**src/hdl/wpjm_pkg.sv**
```systemverilog
`timescale 1ns / 1ps
// ---------------------------------------------------------------------------
// wpjm_pkg
// Shared constants, load codes and control structs of the Jacobian unit.
// ---------------------------------------------------------------------------
package wpjm_pkg;

  localparam int K_MAX   = 8;
  localparam int IDX_W   = 3;
  localparam int VAL_W   = 17;
  localparam int CFG_W   = 4;
  localparam int OUT_W   = 32;
  localparam int H_DEPTH = (K_MAX - 1) * K_MAX;
  localparam int H_AW    = $clog2(H_DEPTH);
  localparam int W_AW    = $clog2(K_MAX);
  localparam int P1_W    = 2 * VAL_W;
  localparam int P2_W    = P1_W + VAL_W;
  localparam int ACC_W   = P2_W + $clog2(K_MAX);

  localparam logic [VAL_W-1:0] ONE_Q16 = VAL_W'(65536);

  localparam logic [1:0] KIND_WEIGHT = 2'd0;
  localparam logic [1:0] KIND_H      = 2'd1;
  localparam logic [1:0] KIND_START  = 2'd2;

  // store write command, controller to datapath
  typedef struct packed {
    logic             wr_w;
    logic             wr_h;
    logic [IDX_W-1:0] row;
    logic [IDX_W-1:0] col;
    logic [VAL_W-1:0] data;
  } load_cmd_t;

  // one multiply-accumulate term, travels down the datapath pipe
  typedef struct packed {
    logic             valid;
    logic             first;
    logic             last_term;
    logic             last_entry;
    logic [IDX_W-1:0] row;
    logic [IDX_W-1:0] col;
    logic [W_AW-1:0]  term;
  } issue_t;

  typedef struct packed {
    logic done;
  } dp_status_t;

endpackage

```
**src/hdl/weighted_prob_jacobian_matrix_unit.sv**
```systemverilog
`timescale 1ns / 1ps
// ---------------------------------------------------------------------------
// weighted_prob_jacobian_matrix_unit
// Loads w[k] and h[k-1][k] (Q1.16), then streams the (k-1)x(k-1) matrix
// D[l][l] = sum h(1-h)w, D[l][m] = -sum h[l]h[m]w as signed Q15.16 words.
// A load word leaves busy low.
// A start word issues (k-1)^2 * k MAC terms, one per cycle on the shared
// multiply pipe; each result word follows the last term of its entry down
// the datapath pipe, and busy stays high until the last word (last = 1),
// dropping the cycle after it.
// Reset: synchronous, active low; category_count returns to 8. Store
// contents are not cleared and must be loaded before a start.
// ---------------------------------------------------------------------------
module weighted_prob_jacobian_matrix_unit
  import wpjm_pkg::*;
(
  input  logic             clk,
  input  logic             rst_n,
  // command word: accepted when start && !busy
  input  logic             start,
  output logic             busy,
  input  logic [1:0]       in_kind,
  input  logic [IDX_W-1:0] in_row_index,
  input  logic [IDX_W-1:0] in_col_index,
  input  logic [VAL_W-1:0] in_value,
  // category_count register
  input  logic             cfg_we,
  input  logic [CFG_W-1:0] cfg_data,
  // result words, one cycle each, no backpressure
  output logic             out_strobe,
  output logic [IDX_W-1:0] out_row,
  output logic [IDX_W-1:0] out_col,
  output logic [OUT_W-1:0] out_value,
  output logic             out_last
);

  load_cmd_t  load_cmd;
  issue_t     issue;
  dp_status_t status;

  // Controller: decodes words, holds k, walks l, m, j.
  wpjm_ctrl u_ctrl (
    .clk          (clk),
    .rst_n        (rst_n),
    .start        (start),
    .in_kind      (in_kind),
    .in_row_index (in_row_index),
    .in_col_index (in_col_index),
    .in_value     (in_value),
    .cfg_we       (cfg_we),
    .cfg_data     (cfg_data),
    .status       (status),
    .busy         (busy),
    .load_cmd     (load_cmd),
    .issue        (issue)
  );

  // Datapath: store reads (1), h*h' (2), *w (3), accumulate (4),
  // round/saturate into the output register (5).
  wpjm_dpath u_dpath (
    .clk        (clk),
    .rst_n      (rst_n),
    .load_cmd   (load_cmd),
    .issue      (issue),
    .status     (status),
    .out_strobe (out_strobe),
    .out_row    (out_row),
    .out_col    (out_col),
    .out_value  (out_value),
    .out_last   (out_last)
  );

endmodule

```
**src/hdl/wpjm_ram.sv**
```systemverilog
`timescale 1ns / 1ps
// ---------------------------------------------------------------------------
// wpjm_ram
// Generic single-write, single-read RAM with registered read data.
// ---------------------------------------------------------------------------
module wpjm_ram #(
  parameter int WIDTH = 17,
  parameter int DEPTH = 8
) (
  input  logic                     clk,
  input  logic                     we,
  input  logic [$clog2(DEPTH)-1:0] waddr,
  input  logic [WIDTH-1:0]         wdata,
  input  logic [$clog2(DEPTH)-1:0] raddr,
  output logic [WIDTH-1:0]         rdata
);

  logic [WIDTH-1:0] mem [DEPTH];
  logic [WIDTH-1:0] rdata_r;

  always_ff @(posedge clk) begin
    if (we) begin
      mem[waddr] <= wdata;
    end
    rdata_r <= mem[raddr];
  end

  assign rdata = rdata_r;

endmodule

```
**src/hdl/wpjm_ctrl.sv**
```systemverilog
`timescale 1ns / 1ps
// ---------------------------------------------------------------------------
// wpjm_ctrl
// Command decode, category register and the (l, m, j) term sequencer.
// ---------------------------------------------------------------------------
module wpjm_ctrl
  import wpjm_pkg::*;
(
  input  logic             clk,
  input  logic             rst_n,
  input  logic             start,
  input  logic [1:0]       in_kind,
  input  logic [IDX_W-1:0] in_row_index,
  input  logic [IDX_W-1:0] in_col_index,
  input  logic [VAL_W-1:0] in_value,
  input  logic             cfg_we,
  input  logic [CFG_W-1:0] cfg_data,
  input  dp_status_t       status,
  output logic             busy,
  output load_cmd_t        load_cmd,
  output issue_t           issue
);

  typedef enum logic [1:0] {
    S_IDLE,
    S_RUN,
    S_DRAIN
  } state_t;

  state_t           state_r;
  logic             busy_r;
  logic [CFG_W-1:0] cfg_r;
  logic [IDX_W-1:0] l_r;
  logic [IDX_W-1:0] m_r;
  logic [W_AW-1:0]  j_r;
  logic [W_AW-1:0]  jmax_r;
  logic [IDX_W-1:0] smax_r;
  logic [CFG_W-1:0] k_eff;
  logic             accept;
  logic             last_term;
  logic             last_entry;

  assign accept = start && !busy_r;

  always_comb begin
    priority if (cfg_r < CFG_W'(2)) begin
      k_eff = CFG_W'(2);
    end else if (cfg_r > CFG_W'(K_MAX)) begin
      k_eff = CFG_W'(K_MAX);
    end else begin
      k_eff = cfg_r;
    end
  end

  // out-of-range load addresses are dropped
  always_comb begin
    load_cmd.wr_w = accept && (in_kind == KIND_WEIGHT) && (int'(in_col_index) < K_MAX);
    load_cmd.wr_h = accept && (in_kind == KIND_H) && (int'(in_row_index) < K_MAX - 1)
                    && (int'(in_col_index) < K_MAX);
    load_cmd.row  = in_row_index;
    load_cmd.col  = in_col_index;
    load_cmd.data = in_value;
  end

  assign last_term  = (j_r == jmax_r);
  assign last_entry = (l_r == smax_r) && (m_r == smax_r);

  always_comb begin
    issue.valid      = (state_r == S_RUN);
    issue.first      = (j_r == '0);
    issue.last_term  = last_term;
    issue.last_entry = last_entry;
    issue.row        = l_r;
    issue.col        = m_r;
    issue.term       = j_r;
  end

  always_ff @(posedge clk) begin
    if (!rst_n) begin
      state_r <= S_IDLE;
      busy_r  <= 1'b0;
      cfg_r   <= CFG_W'(K_MAX);
      l_r     <= '0;
      m_r     <= '0;
      j_r     <= '0;
      jmax_r  <= '0;
      smax_r  <= '0;
    end else begin
      if (cfg_we) begin
        cfg_r <= cfg_data;
      end
      unique case (state_r)
        S_IDLE: begin
          if (accept && (in_kind == KIND_START)) begin
            state_r <= S_RUN;
            busy_r  <= 1'b1;
            l_r     <= '0;
            m_r     <= '0;
            j_r     <= '0;
            jmax_r  <= W_AW'(k_eff - CFG_W'(1));
            smax_r  <= IDX_W'(k_eff - CFG_W'(2));
          end
        end
        S_RUN: begin
          if (last_term) begin
            j_r <= '0;
            if (m_r == smax_r) begin
              m_r <= '0;
              l_r <= l_r + IDX_W'(1);
              if (l_r == smax_r) begin
                state_r <= S_DRAIN;
              end
            end else begin
              m_r <= m_r + IDX_W'(1);
            end
          end else begin
            j_r <= j_r + W_AW'(1);
          end
        end
        S_DRAIN: begin
          if (status.done) begin
            state_r <= S_IDLE;
            busy_r  <= 1'b0;
          end
        end
        default: begin
          state_r <= S_IDLE;
          busy_r  <= 1'b0;
        end
      endcase
    end
  end

  assign busy = busy_r;

endmodule

```
**src/hdl/wpjm_dpath.sv**
```systemverilog
`timescale 1ns / 1ps
// ---------------------------------------------------------------------------
// wpjm_dpath
// Stores, two-step product pipe, accumulator and round/saturate stage.
// ---------------------------------------------------------------------------
module wpjm_dpath
  import wpjm_pkg::*;
(
  input  logic             clk,
  input  logic             rst_n,
  input  load_cmd_t        load_cmd,
  input  issue_t           issue,
  output dp_status_t       status,
  output logic             out_strobe,
  output logic [IDX_W-1:0] out_row,
  output logic [IDX_W-1:0] out_col,
  output logic [OUT_W-1:0] out_value,
  output logic             out_last
);

  logic [VAL_W-1:0] wdata_sat;
  logic [W_AW-1:0]  w_waddr;
  logic [H_AW-1:0]  h_waddr;
  logic [W_AW-1:0]  w_raddr;
  logic [H_AW-1:0]  hl_raddr;
  logic [H_AW-1:0]  hm_raddr;
  logic [VAL_W-1:0] w_q;
  logic [VAL_W-1:0] hl_q;
  logic [VAL_W-1:0] hm_q;
  logic [VAL_W-1:0] opnd;

  issue_t           s1_r, s2_r, s3_r, s4_r;
  logic [P1_W-1:0]  p1_r;
  logic [VAL_W-1:0] w2_r;
  logic [P2_W-1:0]  p2_r;
  logic [ACC_W-1:0] acc_r;

  logic [ACC_W:0]   rnd_sum;
  logic [32:0]      mag;
  logic [OUT_W-1:0] val_nxt;

  logic             out_strobe_r;
  logic [IDX_W-1:0] out_row_r;
  logic [IDX_W-1:0] out_col_r;
  logic [OUT_W-1:0] out_value_r;
  logic             out_last_r;

  // loads clip to one
  assign wdata_sat = (load_cmd.data > ONE_Q16) ? ONE_Q16 : load_cmd.data;
  assign w_waddr   = W_AW'(load_cmd.col);
  assign h_waddr   = H_AW'(int'(load_cmd.row) * K_MAX + int'(load_cmd.col));
  assign w_raddr   = issue.term;
  assign hl_raddr  = H_AW'(int'(issue.row) * K_MAX + int'(issue.term));
  assign hm_raddr  = H_AW'(int'(issue.col) * K_MAX + int'(issue.term));

  wpjm_ram #(.WIDTH(VAL_W), .DEPTH(K_MAX)) u_w_ram (
    .clk   (clk),
    .we    (load_cmd.wr_w),
    .waddr (w_waddr),
    .wdata (wdata_sat),
    .raddr (w_raddr),
    .rdata (w_q)
  );

  // h is kept twice so row l and row m are read in the same cycle
  wpjm_ram #(.WIDTH(VAL_W), .DEPTH(H_DEPTH)) u_hl_ram (
    .clk   (clk),
    .we    (load_cmd.wr_h),
    .waddr (h_waddr),
    .wdata (wdata_sat),
    .raddr (hl_raddr),
    .rdata (hl_q)
  );

  wpjm_ram #(.WIDTH(VAL_W), .DEPTH(H_DEPTH)) u_hm_ram (
    .clk   (clk),
    .we    (load_cmd.wr_h),
    .waddr (h_waddr),
    .wdata (wdata_sat),
    .raddr (hm_raddr),
    .rdata (hm_q)
  );

  // diagonal uses 1 - h[l][j] in place of h[m][j]
  assign opnd = (s1_r.row == s1_r.col) ? VAL_W'(ONE_Q16 - hl_q) : hm_q;

  // round half away from zero on the magnitude, then clamp
  assign rnd_sum = (ACC_W + 1)'(acc_r) + (ACC_W + 1)'(64'h8000_0000);
  assign mag     = 33'(rnd_sum >> 32);

  always_comb begin
    if (s4_r.row == s4_r.col) begin
      val_nxt = (mag > 33'h0_7FFF_FFFF) ? 32'h7FFF_FFFF : mag[31:0];
    end else begin
      val_nxt = (mag > 33'h0_8000_0000) ? 32'h8000_0000 : (32'd0 - mag[31:0]);
    end
  end

  always_ff @(posedge clk) begin
    if (!rst_n) begin
      s1_r         <= '0;
      s2_r         <= '0;
      s3_r         <= '0;
      s4_r         <= '0;
      out_strobe_r <= 1'b0;
      out_last_r   <= 1'b0;
    end else begin
      s1_r         <= issue;
      s2_r         <= s1_r;
      s3_r         <= s2_r;
      s4_r         <= s3_r;
      out_strobe_r <= s4_r.valid && s4_r.last_term;
      out_last_r   <= s4_r.valid && s4_r.last_term && s4_r.last_entry;
    end
  end

  always_ff @(posedge clk) begin
    p1_r <= P1_W'(hl_q) * P1_W'(opnd);
    w2_r <= w_q;
    p2_r <= P2_W'(p1_r) * P2_W'(w2_r);
    if (s3_r.valid) begin
      acc_r <= s3_r.first ? ACC_W'(p2_r) : acc_r + ACC_W'(p2_r);
    end
    out_row_r   <= s4_r.row;
    out_col_r   <= s4_r.col;
    out_value_r <= val_nxt;
  end

  assign status.done = out_strobe_r && out_last_r;
  assign out_strobe  = out_strobe_r;
  assign out_row     = out_row_r;
  assign out_col     = out_col_r;
  assign out_value   = out_value_r;
  assign out_last    = out_last_r;

endmodule

```
**config.mk**
```make
export PLATFORM = sky130hd
export DESIGN_NAME = weighted_prob_jacobian_matrix_unit
export DESIGN_NICKNAME = d
export VERILOG_FILES = /design/src/hdl/wpjm_pkg.sv /design/src/hdl/weighted_prob_jacobian_matrix_unit.sv /design/src/hdl/wpjm_ram.sv /design/src/hdl/wpjm_ctrl.sv /design/src/hdl/wpjm_dpath.sv
export SDC_FILE = /design/constraint.sdc
export NUM_CORES = 2
export LEC_CHECK = 0
export BUFFER_PORTS_ARGS = -buffer_cell sky130_fd_sc_hd__buf_2
export CAP_MARGIN = 15
export CORE_MARGIN = 5
export CORE_UTILIZATION = 45
export CTS_BUF_LIST = sky130_fd_sc_hd__clkbuf_8
export DETAILED_ROUTE_END_ITERATION = 7
export GPL_ROUTABILITY_DRIVEN = 0
export SLEW_MARGIN = 40
export SYNTH_ARGS = -nofsm -noshare
export SYNTH_HDL_FRONTEND = slang
export SYNTH_SLANG_ARGS = --single-unit
```
**constraint.sdc**
```tcl
create_clock -name clk -period 23.5 [get_ports clk]
set_input_delay 4.7 -clock clk [delete_from_list [all_inputs] [get_ports clk]]
set_output_delay 4.7 -clock clk [all_outputs]
set_load 0.005 [all_outputs]
```
==> impl_results.md <==
- Outcome: completed
- Post-CTS sizing: 0
- RSZ-0062 raised after global routing: false
- Final setup fails: 0
- Sink Count: 1388
- Worst Path Buf+Inv: 6
- CTS buffer count: 217
- Crit end category: flip-flop
- DR pass1 iterations: 5
- # rows: 157
- Synth Warn #: 0
- DRT iter0 DRCs: 3649
- H-tree depth: 4
- Area Overhead vs Synth: 9.71%
- Ys async rst share: 0%
- DRC viols: 0
- Clock Latency Late Sink: 0.96 ns
- Yosys cell types: 78
- Final Non-Filler Cells: 9152
- MaxCap Viol Count: 0
- CTS tree: built
- Port buffer count: 73
- Met2 Wirelength: 100 mm
- Die area: 193000 µm²
- FMAX: 116 MHz
- Routed length per instance: 22.2 µm
- Die W: 439 µm
- Number of synthesized flops with an enable pin: 1142
- Net count, final: 7522
- Critical path required time: 24.33 ns
- Design Area, Final: 90800 µm²
- Worst slew margin: 36.4%
- Antenna violations before repair: 2
- Top_reg_cell synth: edfxtp_1
- Post CTS Setup Buffer Count: 0
- Met1 WL: 84.7 mm
- Min Clock Period, post-route: 8.61 ns
- Top sig layer: met4
- Syn Nets: 7469
- Clock Pin Slew Worst Setup and Hold Paths: 0.06 ns
- CP max stage delay: 0.63 ns
- Kind of critical path: flip-flop to flip-flop
- CP startpoint kind: flip-flop
- Largest fanout on the critical path: 20
- DR vias/cell: 5.44
- Largest net degree at the start of global routing: 104
- Cells after Synth: 6440
- DIE HEIGHT: 439 µm
- CP most frequent cell: fa_1
- CTS Buffer Depth: 3
- Post-synthesis register bit count: 1388
- Fillers: 16000
- Hold Crit Class: flip-flop to flip-flop
- Placement Cell Area: 86200 µm²
- Starting density of the core: 45.2%
- Overall Global Routing Usage: 21.1%
- Sequential fraction of the synthesis area: 47.4%
- CTS Root Cell: clkbuf_8
- Hold slack: 0.326 ns
- I/O pin count: 74
- Number of global-route vias before repair: 52300
- Share of cells above drive strength 1: 15.0%
- Kind of cell adding the most delay to the critical path: adder cells
- ANT nets after route: 0
- Final Hold Fails: 0
- Mean Syn Cell Area: 12.9 µm²
- Crit share post-route: 36.6%
- Met3 WL post-DR: 11.8 mm
- Core area: 183000 µm²
- Via Count: 49800
- CP max-delay cell: nor4_1
- Hold buffers post-CTS: 0
- Dpl cells: 8735
- Max Slew Vio Count: 0
- Slew @ Worst Pin: 0.953 ns
- GRT Residual Overflow: 0
- Synthesized area: 82800 µm²
- Critical Path AT: 9.44 ns
- Clk_skew: 0.109 ns
- Hpwl dp: 136 mm
- First-pass GRT wire length: 313 mm
- Setup TNS Final: 0 ns
- Routed WL: 203 mm
## worst paths after layout
kind                                      from                        to  slack (ns)  cells past startpoint
min          u_dpath.u_w_ram.rdata[12]$_DFF_P_  u_dpath.w2_r[12]$_DFF_P_        0.33                      0
max          u_dpath.u_hl_ram.rdata[2]$_DFF_P_  u_dpath.p1_r[33]$_DFF_P_       14.89                     30
min reg2reg  u_dpath.u_w_ram.rdata[12]$_DFF_P_  u_dpath.w2_r[12]$_DFF_P_        0.33                      0
max reg2reg  u_dpath.u_hl_ram.rdata[2]$_DFF_P_  u_dpath.p1_r[33]$_DFF_P_       14.89                     30
## layer usage
layer  vias to the layer above  GRT usage, %
met1                     25700          28.1
li1                      22100             -
met2                      1603          36.2
met5                         -             0
met3                       333          3.14
met4                         0          6.22
## flip-flops by register name, summed over array words and instances (netlist names), 2 cells and up
signal                  flops
u_ctrl.cfg_r                4
u_ctrl.j_r                  3
u_ctrl.jmax_r               3
u_ctrl.l_r                  3
u_ctrl.m_r                  3
u_ctrl.smax_r               3
u_ctrl.state_r              2
u_dpath.acc_r              54
u_dpath.out_col             3
u_dpath.out_row             3
u_dpath.out_value          24
u_dpath.p1_r               34
u_dpath.p2_r               51
u_dpath.s1_r               10
u_dpath.s2_r               10
u_dpath.s3_r               10
u_dpath.s4_r                9
u_dpath.u_hl_ram.rdata     17
u_dpath.u_hm_ram.mem      952
u_dpath.u_hm_ram.rdata     17
u_dpath.u_w_ram.mem       136
u_dpath.u_w_ram.rdata      17
u_dpath.w2_r               17
## through the flow
stage	setup slack, ns	util, %
floorplan	15.83	-
global placement	15.03	46.9
detailed placement	15.00	47.1
CTS	14.97	49.5
global route	14.40	49.6
finish	14.89	49.6
## placed cells by master (no fill, tap or decap), types with 16 or more instances in the layout
cell type and n:
inv_1 853, nor2b_4 16, mux2i_1 56, o21bai_1 19
xnor2_1 130, dfxtp_2 22, nand4_1 32, fa_1 704
buf_4 108, clkbuf_8 232, nor2b_1 33, nor2_1 216
mux4_2 306, dfxtp_1 216, nor2_4 19, clkinv_1 61
clkinv_2 33, xor2_1 61, o21ai_0 146, a21o_1 69
nor3_1 22, edfxtp_1 1142, and3_1 20, a31oi_1 20
mux2_2 91, ha_1 292, nand3_1 59, a21oi_1 223
nand2_1 831, and2_1 303, buf_2 72
## area by class of cell
cell class / instances / area (µm²) / area share [%]
Antenna cell: 3 / 7.51 / 0.00827
Clock buffer: 232 / 3190 / 3.52
Clock inverter: 179 / 1310 / 1.45
Inverter: 803 / 3010 / 3.32
Multi-Input combinational cell: 3888 / 39500 / 43.5
Sequential cell: 1388 / 39300 / 43.3
Tap cell: 2464 / 3080 / 3.40
Timing Repair Buffer: 195 / 1440 / 1.59
## Yosys cell counts, types with 6 or more instances
cell	count	area [µm²]
mux2_2	91	1020
xnor2_1	130	1140
nand4_1	32	200
buf_1	35	131
a31oi_1	20	125
o31ai_1	12	90.1
o21bai_1	19	143
buf_4	8	60.1
clkbuf_1	298	1120
nor4_1	12	75.1
ha_1	292	3650
or3_1	14	87.6
a21o_1	69	518
dfxtp_1	246	4920
o21ai_0	146	731
buf_2	19	95.1
a21boi_0	6	45.0
a211oi_1	8	60.1
nor2_1	250	938
a21oi_1	223	1120
o211ai_1	11	82.6
edfxtp_1	1142	34300
nand2_1	831	3120
inv_1	803	3010
and4_1	7	61.3
and3_1	20	125
mux2i_1	57	571
nand3_1	61	305
fa_1	704	14100
o21a_1	11	82.6
nor2b_1	49	307
xor2_1	61	534
mux4_2	306	6890
and2_1	303	1900
nand3b_1	6	45.0
nand2b_1	14	87.6
nor3_1	23	115
o21ai_1	16	80.1
## logic make-up (layout without fill, tap and decap cells)
kind of cell,Yosys count,in the layout,share of synthesized area (%)
AOI/OAI and AO/OA,603,603,4.43
xor gates and xnor gates,191,191,2.02
adders and majority gates,996,996,21.4
buffers and inverters,1164,1409,5.35
DFF,1388,1388,47.4
muxes,455,455,10.3
other,0,3,0
and+or+nand+nor,1643,1643,9.09
Power is not shown: default switching activity piles up to over one toggle a cycle in this logic, so the estimate is an artifact.
